<file path="src/design/dnsap_pkg.sv">
package dnsap_pkg;

    localparam int MaxPacketBytes = 512;
    localparam int HeaderLen      = 12;

    localparam int FifoDepth = 4;
    localparam int FifoPtrW  = $clog2(FifoDepth);
    localparam int FifoCntW  = $clog2(FifoDepth + 1);

    // output tdata: fields packed low to high, padded to whole bytes
    localparam int OutFieldBits = 16 + 16 + 32 + 16 + 32 + 3 + 16;
    localparam int OutDataW     = ((OutFieldBits + 7) / 8) * 8;

    localparam logic [2:0] StOk       = 3'd0;
    localparam logic [2:0] StShort    = 3'd1;
    localparam logic [2:0] StIdMis    = 3'd2;
    localparam logic [2:0] StRcode    = 3'd3;
    localparam logic [2:0] StOversize = 3'd4;

    // one queue entry: a finished record, a summary, or both (record first)
    typedef struct packed {
        logic        has_rec;
        logic        has_sum;
        logic [15:0] rec_type;
        logic [15:0] rec_class;
        logic [31:0] ttl;
        logic [15:0] data_len;
        logic [31:0] data_head;
        logic [2:0]  status;
        logic [15:0] answer_count;
    } t_event;

endpackage

</file>
<file path="src/design/dnsap_front.sv">
module dnsap_front (
    input  logic                  i_clk,
    input  logic                  i_rst_n,
    input  logic                  i_cfg_we,
    input  logic [15:0]           i_cfg_wdata,
    input  logic                  i_accept,
    input  logic [7:0]            i_byte,
    input  logic                  i_last,
    output logic                  o_push,
    output dnsap_pkg::t_event     o_event
);

    localparam logic [3:0] PhHeader = 4'd0;
    localparam logic [3:0] PhQname  = 4'd1;
    localparam logic [3:0] PhQptr   = 4'd2;
    localparam logic [3:0] PhQlabel = 4'd3;
    localparam logic [3:0] PhQfixed = 4'd4;
    localparam logic [3:0] PhAname  = 4'd5;
    localparam logic [3:0] PhAptr   = 4'd6;
    localparam logic [3:0] PhAlabel = 4'd7;
    localparam logic [3:0] PhAfixed = 4'd8;
    localparam logic [3:0] PhAdata  = 4'd9;
    localparam logic [3:0] PhDone   = 4'd10;

    logic [15:0] r_match_id;
    logic [3:0]  r_phase,      n_phase;
    logic [15:0] r_byte_count, n_byte_count;
    logic [15:0] r_ident,      n_ident;
    logic [3:0]  r_rcode,      n_rcode;
    logic [15:0] r_qleft,      n_qleft;
    logic [15:0] r_aleft,      n_aleft;
    logic [15:0] r_skip,       n_skip;
    logic [3:0]  r_fidx,       n_fidx;
    logic [15:0] r_type,       n_type;
    logic [15:0] r_class,      n_class;
    logic [31:0] r_ttl,        n_ttl;
    logic [15:0] r_len,        n_len;
    logic [31:0] r_head,       n_head;
    logic [15:0] r_found,      n_found;
    logic        r_oversize,   n_oversize;

    logic        byte_ok;
    logic        rec_fire;
    logic        sum_fire;
    logic [15:0] len_done;
    logic [15:0] pos;
    logic [15:0] aleft_dec;
    logic [15:0] qleft_dec;
    logic [2:0]  sum_status;

    always_comb begin
        n_phase      = r_phase;
        n_byte_count = r_byte_count;
        n_ident      = r_ident;
        n_rcode      = r_rcode;
        n_qleft      = r_qleft;
        n_aleft      = r_aleft;
        n_skip       = r_skip;
        n_fidx       = r_fidx;
        n_type       = r_type;
        n_class      = r_class;
        n_ttl        = r_ttl;
        n_len        = r_len;
        n_head       = r_head;
        n_found      = r_found;
        n_oversize   = r_oversize;
        rec_fire     = 1'b0;
        sum_fire     = 1'b0;
        sum_status   = dnsap_pkg::StOk;

        byte_ok   = i_accept && (r_byte_count < 16'(dnsap_pkg::MaxPacketBytes));
        len_done  = {r_len[15:8], i_byte};
        pos       = r_len - r_skip;
        aleft_dec = r_aleft - 16'd1;
        qleft_dec = r_qleft - 16'd1;

        if (i_accept && !byte_ok) begin
            n_oversize = 1'b1;
        end

        if (byte_ok) begin
            n_byte_count = r_byte_count + 16'd1;
            case (r_phase)
                PhHeader: begin
                    case (r_byte_count[3:0])
                        4'd0:    n_ident = {i_byte, 8'h00};
                        4'd1:    n_ident = {r_ident[15:8], i_byte};
                        4'd3:    n_rcode = i_byte[3:0];
                        4'd4:    n_qleft = {i_byte, 8'h00};
                        4'd5:    n_qleft = {r_qleft[15:8], i_byte};
                        4'd6:    n_aleft = {i_byte, 8'h00};
                        4'd7:    n_aleft = {r_aleft[15:8], i_byte};
                        4'd11: begin
                            if (r_ident != r_match_id || r_rcode != 4'd0) begin
                                n_phase = PhDone;
                            end else if (r_qleft != 16'd0) begin
                                n_phase = PhQname;
                            end else if (r_aleft != 16'd0) begin
                                n_phase = PhAname;
                            end else begin
                                n_phase = PhDone;
                            end
                        end
                        default: ;
                    endcase
                end
                PhQname, PhAname: begin
                    if (i_byte == 8'h00) begin
                        n_phase = (r_phase == PhQname) ? PhQfixed : PhAfixed;
                        n_fidx  = 4'd0;
                    end else if (i_byte[7:6] == 2'b11) begin
                        n_phase = (r_phase == PhQname) ? PhQptr : PhAptr;
                    end else begin
                        n_skip  = {8'h00, i_byte};
                        n_phase = (r_phase == PhQname) ? PhQlabel : PhAlabel;
                    end
                end
                PhQptr: begin
                    n_phase = PhQfixed;
                    n_fidx  = 4'd0;
                end
                PhAptr: begin
                    n_phase = PhAfixed;
                    n_fidx  = 4'd0;
                end
                PhQlabel: begin
                    n_skip = r_skip - 16'd1;
                    if (r_skip == 16'd1) begin
                        n_phase = PhQname;
                    end
                end
                PhAlabel: begin
                    n_skip = r_skip - 16'd1;
                    if (r_skip == 16'd1) begin
                        n_phase = PhAname;
                    end
                end
                PhQfixed: begin
                    n_fidx = r_fidx + 4'd1;
                    if (r_fidx >= 4'd3) begin
                        n_qleft = qleft_dec;
                        if (qleft_dec != 16'd0) begin
                            n_phase = PhQname;
                        end else if (r_aleft != 16'd0) begin
                            n_phase = PhAname;
                        end else begin
                            n_phase = PhDone;
                        end
                    end
                end
                PhAfixed: begin
                    case (r_fidx)
                        4'd0:    n_type  = {i_byte, 8'h00};
                        4'd1:    n_type  = {r_type[15:8], i_byte};
                        4'd2:    n_class = {i_byte, 8'h00};
                        4'd3:    n_class = {r_class[15:8], i_byte};
                        4'd4:    n_ttl   = {i_byte, 24'h000000};
                        4'd5:    n_ttl   = {r_ttl[31:24], i_byte, 16'h0000};
                        4'd6:    n_ttl   = {r_ttl[31:16], i_byte, 8'h00};
                        4'd7:    n_ttl   = {r_ttl[31:8], i_byte};
                        4'd8:    n_len   = {i_byte, 8'h00};
                        default: n_len   = len_done;
                    endcase
                    n_fidx = r_fidx + 4'd1;
                    if (r_fidx >= 4'd9) begin
                        n_head = 32'h0;
                        if (len_done == 16'd0) begin
                            rec_fire = 1'b1;
                            n_aleft  = aleft_dec;
                            n_found  = r_found + 16'd1;
                            n_phase  = (aleft_dec != 16'd0) ? PhAname : PhDone;
                        end else begin
                            n_skip  = len_done;
                            n_phase = PhAdata;
                        end
                    end
                end
                PhAdata: begin
                    if (pos[15:2] == 14'd0) begin
                        case (pos[1:0])
                            2'd0:    n_head[31:24] = i_byte;
                            2'd1:    n_head[23:16] = i_byte;
                            2'd2:    n_head[15:8]  = i_byte;
                            default: n_head[7:0]   = i_byte;
                        endcase
                    end
                    n_skip = r_skip - 16'd1;
                    if (r_skip == 16'd1) begin
                        rec_fire = 1'b1;
                        n_aleft  = aleft_dec;
                        n_found  = r_found + 16'd1;
                        n_phase  = (aleft_dec != 16'd0) ? PhAname : PhDone;
                    end
                end
                default: ;
            endcase
        end

        // summary judged on the state including this byte
        if (n_byte_count < 16'(dnsap_pkg::HeaderLen)) begin
            sum_status = dnsap_pkg::StShort;
        end else if (n_ident != r_match_id) begin
            sum_status = dnsap_pkg::StIdMis;
        end else if (n_rcode != 4'd0) begin
            sum_status = dnsap_pkg::StRcode;
        end else if (n_oversize) begin
            sum_status = dnsap_pkg::StOversize;
        end

        o_event.has_rec      = rec_fire;
        o_event.has_sum      = sum_fire;
        o_event.rec_type     = n_type;
        o_event.rec_class    = n_class;
        o_event.ttl          = n_ttl;
        o_event.data_len     = n_len;
        o_event.data_head    = n_head;
        o_event.status       = sum_status;
        o_event.answer_count = n_found;

        if (i_accept && i_last) begin
            sum_fire        = 1'b1;
            o_event.has_sum = 1'b1;
            n_phase         = PhHeader;
            n_byte_count    = 16'd0;
            n_found         = 16'd0;
            n_oversize      = 1'b0;
        end
        o_push = rec_fire || sum_fire;
    end

    always_ff @(posedge i_clk) begin
        if (!i_rst_n) begin
            r_match_id    <= 16'd0;
            r_phase       <= PhHeader;
            r_byte_count  <= 16'd0;
            r_ident       <= 16'd0;
            r_rcode       <= 4'd0;
            r_qleft       <= 16'd0;
            r_aleft       <= 16'd0;
            r_skip        <= 16'd0;
            r_fidx        <= 4'd0;
            r_found       <= 16'd0;
            r_oversize    <= 1'b0;
        end else begin
            if (i_cfg_we) begin
                r_match_id <= i_cfg_wdata;
            end
            r_phase      <= n_phase;
            r_byte_count <= n_byte_count;
            r_ident      <= n_ident;
            r_rcode      <= n_rcode;
            r_qleft      <= n_qleft;
            r_aleft      <= n_aleft;
            r_skip       <= n_skip;
            r_fidx       <= n_fidx;
            r_found      <= n_found;
            r_oversize   <= n_oversize;
        end
    end

    // record fields are always written before they are emitted
    always_ff @(posedge i_clk) begin
        r_type  <= n_type;
        r_class <= n_class;
        r_ttl   <= n_ttl;
        r_len   <= n_len;
        r_head  <= n_head;
    end

endmodule

</file>
<file path="src/design/dnsap_fifo.sv">
module dnsap_fifo (
    input  logic                                i_clk,
    input  logic                                i_rst_n,
    input  logic                                i_push,
    input  dnsap_pkg::t_event                   i_event,
    input  logic                                i_pop,
    output dnsap_pkg::t_event                   o_head,
    output logic                                o_empty,
    output logic                                o_full,
    output logic [dnsap_pkg::FifoCntW-1:0]      o_count
);

    dnsap_pkg::t_event                 r_mem [dnsap_pkg::FifoDepth];
    logic [dnsap_pkg::FifoPtrW-1:0]    r_wr_ptr;
    logic [dnsap_pkg::FifoPtrW-1:0]    r_rd_ptr;
    logic [dnsap_pkg::FifoCntW-1:0]    r_count;
    logic                              do_push;
    logic                              do_pop;

    assign o_empty = (r_count == '0);
    assign o_full  = (r_count == dnsap_pkg::FifoCntW'(dnsap_pkg::FifoDepth));
    assign o_count = r_count;
    assign o_head  = r_mem[r_rd_ptr];
    assign do_push = i_push && !o_full;
    assign do_pop  = i_pop && !o_empty;

    always_ff @(posedge i_clk) begin
        if (do_push) begin
            r_mem[r_wr_ptr] <= i_event;
        end
    end

    always_ff @(posedge i_clk) begin
        if (!i_rst_n) begin
            r_wr_ptr <= '0;
            r_rd_ptr <= '0;
            r_count  <= '0;
        end else begin
            if (do_push) begin
                r_wr_ptr <= r_wr_ptr + 1'b1;
            end
            if (do_pop) begin
                r_rd_ptr <= r_rd_ptr + 1'b1;
            end
            case ({do_push, do_pop})
                2'b10:   r_count <= r_count + 1'b1;
                2'b01:   r_count <= r_count - 1'b1;
                default: r_count <= r_count;
            endcase
        end
    end

endmodule

</file>
<file path="src/design/dnsap_back.sv">
module dnsap_back (
    input  logic                              i_clk,
    input  logic                              i_rst_n,
    input  dnsap_pkg::t_event                 i_head,
    input  logic                              i_empty,
    output logic                              o_pop,
    output logic                              o_tvalid,
    input  logic                              i_tready,
    output logic [dnsap_pkg::OutDataW-1:0]    o_tdata,
    output logic                              o_tuser,
    output logic                              o_tlast
);

    localparam int PadW = dnsap_pkg::OutDataW - dnsap_pkg::OutFieldBits;

    logic                              r_valid;
    logic [dnsap_pkg::OutDataW-1:0]    r_data;
    logic                              r_kind;
    logic                              r_done;
    logic                              r_rec_sent;
    logic                              load;
    logic                              send_rec;

    assign load     = !r_valid || i_tready;
    assign send_rec = i_head.has_rec && !r_rec_sent;
    // an entry leaves once its last part is loaded
    assign o_pop    = load && !i_empty && !(send_rec && i_head.has_sum);

    always_ff @(posedge i_clk) begin
        if (!i_rst_n) begin
            r_valid    <= 1'b0;
            r_rec_sent <= 1'b0;
        end else if (load) begin
            r_valid <= !i_empty;
            if (!i_empty) begin
                r_rec_sent <= send_rec && i_head.has_sum;
            end
        end
    end

    always_ff @(posedge i_clk) begin
        if (load && !i_empty) begin
            if (send_rec) begin
                r_kind <= 1'b0;
                r_done <= 1'b0;
                r_data <= {PadW'(0), i_head.answer_count, dnsap_pkg::StOk,
                           i_head.data_head, i_head.data_len, i_head.ttl,
                           i_head.rec_class, i_head.rec_type};
            end else begin
                r_kind <= 1'b1;
                r_done <= 1'b1;
                r_data <= {PadW'(0), i_head.answer_count, i_head.status,
                           32'h0, 16'h0, 32'h0, 16'h0, 16'h0};
            end
        end
    end

    assign o_tvalid = r_valid;
    assign o_tdata  = r_data;
    assign o_tuser  = r_kind;
    assign o_tlast  = r_done;

endmodule

</file>
<file path="src/design/dns_response_answer_parser_unit.sv">
// A result is written into a 4-entry queue when the byte that causes it is accepted,
// and is then loaded into the m_axis output register. Throughput: one byte per cycle;
// a byte that ends both a record and the packet yields one queue entry that is sent
// as two results, record first. Input stalls only when that queue is full.
// Reset (synchronous, active low) returns the parser to the header phase, empties
// the queue and the output register, and clears the configured identifier to zero.
module dns_response_answer_parser_unit (
    input  logic                              i_clk,
    input  logic                              i_rst_n,
    input  logic                              i_cfg_we,
    input  logic [15:0]                       i_cfg_wdata,
    input  logic                              s_axis_tvalid,
    output logic                              s_axis_tready,
    input  logic [7:0]                        s_axis_tdata,  // data_byte
    input  logic                              s_axis_tlast,  // last_byte
    output logic                              m_axis_tvalid,
    input  logic                              m_axis_tready,
    // rec_type[15:0] rec_class[31:16] time_to_live[63:32] data_length[79:64]
    // data_head[111:80] status[114:112] answer_count[130:115] zero pad[135:131]
    output logic [dnsap_pkg::OutDataW-1:0]    m_axis_tdata,
    output logic                              m_axis_tuser,  // kind
    output logic                              m_axis_tlast   // packet_done
);

    logic                              accept;
    logic                              push;
    logic                              pop;
    logic                              fifo_empty;
    logic                              fifo_full;
    logic [dnsap_pkg::FifoCntW-1:0]    fifo_count;
    dnsap_pkg::t_event                 front_event;
    dnsap_pkg::t_event                 head_event;

    assign s_axis_tready = !fifo_full;
    assign accept        = s_axis_tvalid && s_axis_tready;

    dnsap_front u_front (
        .i_clk       (i_clk),
        .i_rst_n     (i_rst_n),
        .i_cfg_we    (i_cfg_we),
        .i_cfg_wdata (i_cfg_wdata),
        .i_accept    (accept),
        .i_byte      (s_axis_tdata),
        .i_last      (s_axis_tlast),
        .o_push      (push),
        .o_event     (front_event)
    );

    dnsap_fifo u_fifo (
        .i_clk   (i_clk),
        .i_rst_n (i_rst_n),
        .i_push  (push),
        .i_event (front_event),
        .i_pop   (pop),
        .o_head  (head_event),
        .o_empty (fifo_empty),
        .o_full  (fifo_full),
        .o_count (fifo_count)
    );

    dnsap_back u_back (
        .i_clk    (i_clk),
        .i_rst_n  (i_rst_n),
        .i_head   (head_event),
        .i_empty  (fifo_empty),
        .o_pop    (pop),
        .o_tvalid (m_axis_tvalid),
        .i_tready (m_axis_tready),
        .o_tdata  (m_axis_tdata),
        .o_tuser  (m_axis_tuser),
        .o_tlast  (m_axis_tlast)
    );

`ifndef SYNTHESIS
    a_full_blocks_input: assert property (@(posedge i_clk) disable iff (!i_rst_n)
        (fifo_count == dnsap_pkg::FifoCntW'(dnsap_pkg::FifoDepth)) |-> !s_axis_tready)
        else $error("input accepted while result queue full");

    a_last_is_summary: assert property (@(posedge i_clk) disable iff (!i_rst_n)
        (m_axis_tvalid && m_axis_tlast) |-> m_axis_tuser)
        else $error("packet_done on a non-summary result");

    a_record_status_ok: assert property (@(posedge i_clk) disable iff (!i_rst_n)
        (m_axis_tvalid && !m_axis_tuser) |-> (m_axis_tdata[114:112] == dnsap_pkg::StOk))
        else $error("record result carries nonzero status");

    a_push_from_accept: assert property (@(posedge i_clk) disable iff (!i_rst_n)
        push |-> accept)
        else $error("queue written without an accepted byte");
`endif

endmodule

</file>
<file path="config.mk">
export PLATFORM = sky130hd
export DESIGN_NAME = dns_response_answer_parser_unit
export DESIGN_NICKNAME = d
export VERILOG_FILES = /design/src/design/dnsap_pkg.sv /design/src/design/dnsap_front.sv /design/src/design/dnsap_fifo.sv /design/src/design/dnsap_back.sv /design/src/design/dns_response_answer_parser_unit.sv
export SDC_FILE = /design/constraint.sdc
export NUM_CORES = 1
export LEC_CHECK = 0
export ABC_AREA = 0
export BUFFER_PORTS_ARGS = -buffer_cell sky130_fd_sc_hd__buf_2
export CAP_MARGIN = 10
export CORE_ASPECT_RATIO = 0.9
export CORE_MARGIN = 2
export CORE_UTILIZATION = 45
export CTS_CLUSTER_SIZE = 40
export DETAILED_ROUTE_END_ITERATION = 7
export REMOVE_ABC_BUFFERS = 1
export SYNTH_ARGS = -nofsm -noshare
export SYNTH_HDL_FRONTEND = slang
export SYNTH_SLANG_ARGS = --single-unit
</file>
<file path="constraint.sdc">
create_clock -name i_clk -period 10 [get_ports i_clk]
set_input_delay 1 -clock i_clk [delete_from_list [all_inputs] [get_ports i_clk]]
set_output_delay 1 -clock i_clk [all_outputs]
set_load 0.02 [all_outputs]
</file>
* Yosys cells after proc, flatten, opt, wreduce, memory -nomap -nowiden
Memory sizes are Yosys's and may differ from the RTL's. A register that Yosys moved wholly into a read port is not among the register bits.
Index checks and enable logic that the tools add are counted.
** Word-level totals
- Output and inout port bits :: 140
- Memories kept :: 1
- Bits in registers :: 383
- Input bits :: 30
- Memory bits (writable) :: 532
- Word-level logic and storage cells :: 231
** Operators by class
- Bitwise operators :: 2
- Mux-type cells :: 82
- Reduce and logical (&&, ||, !) cells :: 54
- Equality and inequality tests :: 50
- Add/sub/neg operators :: 11
- Magnitude comparators :: 4
** Memory list
- u_fifo.r_mem :: words 4, width 133, rd ports 1, clocked after memory_dff 1, write ports 1, RTL line dnsap_fifo.sv:13 : dnsap_pkg::t_event r_mem [dnsap_pkg::FifoDepth];
** Operators with widths (number)
- $mux 16 :: 21
- $pmux 16 s2 :: 8
- $mux 32 :: 5
- $pmux 32 s4 :: 1
- $pmux 16 s3 :: 2
- $mux 4 :: 19
- $pmux 32 s2 :: 1
- $reduce_bool 16->1 :: 4
- $eq 4x3->1 const B :: 12
- $sub 16x1->16 const B :: 3
- $pmux 4 s9 :: 1
- $add 16x1->16 const B :: 2
- $mux 8 :: 4
- $ne 16x16->1 :: 2
- $eq 4x2->1 const B :: 5
- $mux 3 :: 6
- $eq 16x1->1 const B :: 1
- $eq 4x4->1 const B :: 4
- $logic_not 16->1 :: 1
- $lt 16x10->1 const B :: 1
- $lt 16x4->1 const B :: 1
- $ne 2x1->1 const B :: 8
- $sub 16x16->16 :: 1
- $logic_not 14->1 :: 1
- 39 further kinds :: 89

* Depth between registers and ports, before layout
- Depth in word-level cells :: 11
- Mapped depth :: 17
- Mapped depth without buffers :: 15

* By module
A second synthesis with hierarchy kept.
** Unflattened totals
- Cells, all modules :: 2651
- Area total of the unflattened synthesis :: 37581.0 um2
** Modules (own cells, without submodules)
- dnsap_fifo :: cells each 749, seq. area each 16155.5 um2, instances 1, area an instance 19652.6 um2
- dnsap_front :: cells each 1623, seq. area each 4744.6 um2, instances 1, area an instance 12991.2 um2
- dnsap_back :: cells each 277, seq. area each 4003.8 um2, instances 1, area an instance 4927.2 um2
- dns_response_answer_parser_unit :: cells each 2, seq. area each 0.0 um2, instances 1, area an instance 10.0 um2

* Worst setup path after synthesis
Ideal clock, no wire load.
- Kind :: input -> register
- Start point :: input port m_axis_tready
- End point :: register u_fifo.r_count, in the netlist u_fifo.o_count[2]
- Buffers on the path :: 0
- Stages :: 9
- Setup slack :: 0.580 ns
- Setup time :: 0.070 ns
- Arrival :: 9.349 ns
- Cells stage by stage :: inv_1 a21oi_1 a21boi_0 ha_1 inv_1 fa_1 xor2_1 or3_1 a21oi_1
** Between the ends
- Word-level cells in the longest chain between the ends :: 6
** RTL lines
- start: declaration :: RTL line dns_response_answer_parser_unit.sv:17 : input logic m_axis_tready,
- $logic_or 1x1->1 * :: RTL line dnsap_back.sv:24 : assign load = !r_valid || i_tready;
- $logic_and 1x1->1 * (2 in series) :: RTL line dnsap_back.sv:27 : assign o_pop = load && !i_empty && !(send_rec && i_head.has_sum);
- $logic_and 1x1->1 * :: RTL line dnsap_fifo.sv:25 : assign do_pop = i_pop && !o_empty;
- net u_fifo.do_pop :: RTL line dnsap_fifo.sv:18 : logic do_pop;
- $eq 2x1->1 or $eq 2x2->1 (tied branches) :: RTL line dnsap_fifo.sv:45 : case ({do_push, do_pop})
- $pmux 3 s2 or $reduce_bool 2->1 (tied branches)
- end signal: assignment :: RTL line dnsap_fifo.sv:46 : 2'b10: r_count <= r_count + 1'b1;
- end signal: assignment :: RTL line dnsap_fifo.sv:47 : 2'b01: r_count <= r_count - 1'b1;
- end signal: assignment :: RTL line dnsap_fifo.sv:48 : default: r_count <= r_count;
- end: declaration :: RTL line dnsap_fifo.sv:16 : logic [dnsap_pkg::FifoCntW-1:0] r_count;
The timed path passes the listed nets; every way through them passes the cells marked *.
A chain may end at the register's enable or synchronous reset.

* Worst setup path after layout
- Start point :: input port s_axis_tdata[1]
- End point :: memory u_fifo.r_mem[2][66] (netlist bit), enable pin
** Between the ends
- Word-level cells in the longest chain between the ends :: 9
** RTL lines
- start: declaration :: RTL line dns_response_answer_parser_unit.sv:14 : input logic [7:0] s_axis_tdata,
- $logic_not 16->1 :: RTL line dnsap_front.sv:167 : if (len_done == 16'd0) begin
- $mux 1 :: RTL line dnsap_front.sv:167
- $mux 1 :: RTL line dnsap_front.sv:165 : if (r_fidx >= 4'd9) begin
- $pmux 1 s2 :: RTL line dnsap_front.sv:83 : case (r_phase)
- $mux 1 :: RTL line dnsap_front.sv:81 : if (byte_ok) begin
- $logic_or 1x1->1 :: RTL line dnsap_front.sv:228 : o_push = rec_fire || sum_fire;
- $logic_and 1x1->1 :: RTL line dnsap_fifo.sv:24 : assign do_push = i_push && !o_full;
- $mux 1 :: RTL line dnsap_fifo.sv:28 : if (do_push) begin
- $mux 1 (implied by the code) :: RTL line dnsap_fifo.sv:29 : r_mem[r_wr_ptr] <= i_event;
- end: declaration :: RTL line dnsap_fifo.sv:13
No other way between the ends.

==> out/results.ini <==
[pwr]
p_comb_frac = 0.180
netSwitchingFraction = 0.271
p_switching_mw = 2.71
total_leakage_power_nw = 15.1
p_clk_frac = 0.358
intPower_mw = 7.29
vdd_drop_max_mv = 0.301
power_density_nw_per_um2 = 237
seq_power_share = 0.462
p_total_mw = 10.0

[global_route]
grt_util_all_layers = 0.200
use_met3 = 0.0294
grt_pass1_wl_mm = 130
busiest_layer = met2
grt_overflow_total = 0
use_met1 = 0.288
antenna_found_initial = 3
grt_max_degree = 130
grt_pass1_vias = 21600
globalRouteMet2Util = 0.323

[clock_tree]
htreeDepth = 3
cts.hold.buffers_added = 0
path_clk_slew_ns = 0.06
cts_sinks = 912
insertion_delay_ns = 0.65
cts-root-buf = clkbuf_16
cts_tree = yes
cts_resized = 0
cts_buffers = 93
clock_path_buffers = 3
post_cts_buffers = 0

[logic_synthesis]
async_flop_share = 0
synth_commonest_cells = edfxtp_1 (664), dfxtp_1 (248), nor2_1 (185)
post-synth-top-area-cell = edfxtp_1
synth.distinct_cells = 82
yosysSeqAreaShare = 0.673
synth.top_cells.by_area = edfxtp_1 (54%), dfxtp_1 (13%), mux4_2 (8.1%)
synth-seq-cells = 912
yosysMostFrequentCell = edfxtp_1
synth_area_um2 = 37000
synth_edf_count = 664
avgSynthCellArea_um2 = 14.6
synth_top_area_share = 0.539
yosysWarnings = 0
synthFlopType = edfxtp_1
syn_inst = 2540

[worst_hold_path]
hp-start = u_front.r_byte_count[9]
hold_path_end = u_front.r_byte_count[9]
hold_class = reg -> reg
hold_path_depth = 2

[sta]
setup_viol = 0
maxSlewViolCount = 0
post-route-period-util = 0.515
fin_crit_ns = 5.15
slew_headroom = 0.238
fmaxAchievable_mhz = 194
tightestPinTransition_ns = 1.14
rsz0062_at_grt = no
skew_ns = 0.0260
hold_viol = 0
setup_tns_ns = 0
hold_slack_ns = 0.475

[worst_setup_path]
worstSetupPathType = in -> reg
end_kind = flop
r2r_slack_ns = 5.44
crit_slowest_cell = buf_4
crit_path_max_incr_delay_ns = 0.88
worst-path-buf-inv = 3
rr_worst_depth = 9
cp_cell_sequence = buf_2 > buf_4 > or4_1 > or4_1 > nor2_1 > nand2_1 > a21o_1 > nand2_1 > and2_4 > buf_4
r2r_start = u_front.r_skip[1]
critPathArrivalTime_ns = 5.40
worst_ep_required_time_ns = 10.25
r2r_end = u_fifo.r_mem[2][66]
path_max_fanout = 63
cpLargestDelayFamily = simple AND/OR/NAND/NOR gates
critPathLaunchType = input pin

[layout]
antenna_cells = 0
nNetsFinal = 2756
final_util = 0.518
seq_area_um2 = 24900
nFillCells = 6709
multi_input_area_um2 = 11300
area_delta_synth_final_pct = 13.9
layout-drive-gt1-share = 0.195

[placed_design]
globalplace.congestion = 0.861
hpwlAfterDp_mm = 51.6
portBuffers = 164

[route]
vias = 21800
drtPass1Iterations = 5
finalWirelength_mm = 85.2
antenna_left = 0
drt_iter0_drc = 1891
routedWlPerCell_um = 22.3
vias_per_cell = 5.70
drc_errors = 0

[run_status]
status = finished, final reports clean

[floorplanning]
num_io_pins = 170
fp.dieH_um = 276
start_util = 0.455
num_rows = 99
die_area_um2 = 84500
fp.coreArea_um2 = 81300
die_x_um = 306

[flow_run]
max_cap_violations = 0

==> layout make-up <==
| class | count | area share |
|---|---|---|
| Multi-Input combinational cell | 1425 | 0.269 |
| Timing Repair Buffer | 201 | 0.0269 |
| Clock inverter | 36 | 0.0133 |
| Inverter | 53 | 0.00472 |
| Tap cell | 1060 | 0.0315 |
| Clock buffer | 135 | 0.0629 |
| Sequential cell | 912 | 0.592 |
==> layer usage <==
metal | wire [um] | vias up
met2 | 40000 | 587
met3 | 3930 | 130
li1 | - | 9982
met4 | 1640 | 0
met5 | 0 | -
met1 | 39600 | 11100
==> through the flow <==
stage / std cells / cell area (um2) / worst slack (ns)
after floorplan: 2390 / 36400 / 0.0556
after global placement: 3648 / 38900 / 4.33
after detailed placement: 3648 / 38900 / 4.23
after CTS: 3819 / 42100 / 4.89
after global routing: 3822 / 42100 / 4.60
final: 3822 / 42100 / 4.85
==> worst register-to-register path: cells and delay by family (launching register included) <==
family | cells | cell delay, ns
AND/OR/NAND/NOR | 5 | 1.99
buffers and inverters | 2 | 1.03
AO/OA/AOI/OAI | 1 | 0.47
flip-flops | 1 | 0.37
adder cells (fa/ha/maj) | 1 | 0.24
==> logic make-up after synthesis <==
| kind of cell | after synthesis | share of synthesized area |
|---|---|---|
| adder cells (fa/ha/maj) | 40 | 0.0139 |
| XOR/XNOR | 49 | 0.0116 |
| multiplexers | 204 | 0.102 |
| AO/OA/AOI/OAI | 418 | 0.0779 |
| flip-flops | 912 | 0.673 |
| buffers and inverters | 207 | 0.0219 |
| other | 1 | 0.000101 |
| AND/OR/NAND/NOR | 709 | 0.0995 |
==> power by group through the flow <==
stage / Clock, mW / Sequential (mW) / Combinational, mW
final: 3.58 / 4.62 / 1.80
after global routing: 3.80 / 4.66 / 1.94
after CTS: 3.66 / 4.63 / 1.85
after detailed placement: 0 / 4.70 / 1.85
after global placement: 0 / 4.69 / 1.82
after floorplan: 0 / 5.17 / 0.917
==> registers in the layout, summed over array words and instances (netlist names), 2 cells and up, named ones only <==
register and cells:
u_back.o_tdata 131, u_fifo.o_count 3, u_fifo.r_mem 532, u_fifo.r_rd_ptr 2, u_fifo.r_wr_ptr 2, u_front.r_aleft 16
u_front.r_byte_count 16, u_front.r_class 16, u_front.r_fidx 4, u_front.r_found 16, u_front.r_head 32, u_front.r_ident 16
u_front.r_len 16, u_front.r_match_id 16, u_front.r_phase 4, u_front.r_qleft 16, u_front.r_rcode 4, u_front.r_skip 16
u_front.r_ttl 32, u_front.r_type 16
==> cells in the final DEF, fill, tap and decap left out, types with 39 or more instances in the layout <==
| cell type | n |
|---|---|
| nor3_1 | 58 |
| a22o_1 | 72 |
| buf_2 | 165 |
| mux2_2 | 41 |
| and2_1 | 39 |
| a21oi_1 | 84 |
| clkbuf_16 | 95 |
| nor2b_1 | 156 |
| mux4_2 | 133 |
| dfxtp_1 | 246 |
| o21ai_0 | 71 |
| nand2_1 | 110 |
| edfxtp_1 | 664 |
| inv_1 | 52 |
| nor2_1 | 184 |
==> worst max path at each step <==
stage / from / endpoint / cells past startpoint / slack [ns]
detailed placement: s_axis_tdata[1] / u_fifo.r_mem[2][34] / 10 / 4.23
floorplan: flop / u_fifo.o_count[2] / 10 / 0.06
finish: s_axis_tdata[1] / u_fifo.r_mem[2][66] / 10 / 4.85
global placement: s_axis_tdata[0] / u_fifo.r_mem[2][55] / 10 / 4.33
CTS: s_axis_tdata[1] / u_fifo.r_mem[2][36] / 10 / 4.89
global route: s_axis_tdata[1] / u_fifo.r_mem[2][29] / 10 / 4.60
(Power assumes the default switching activity.)
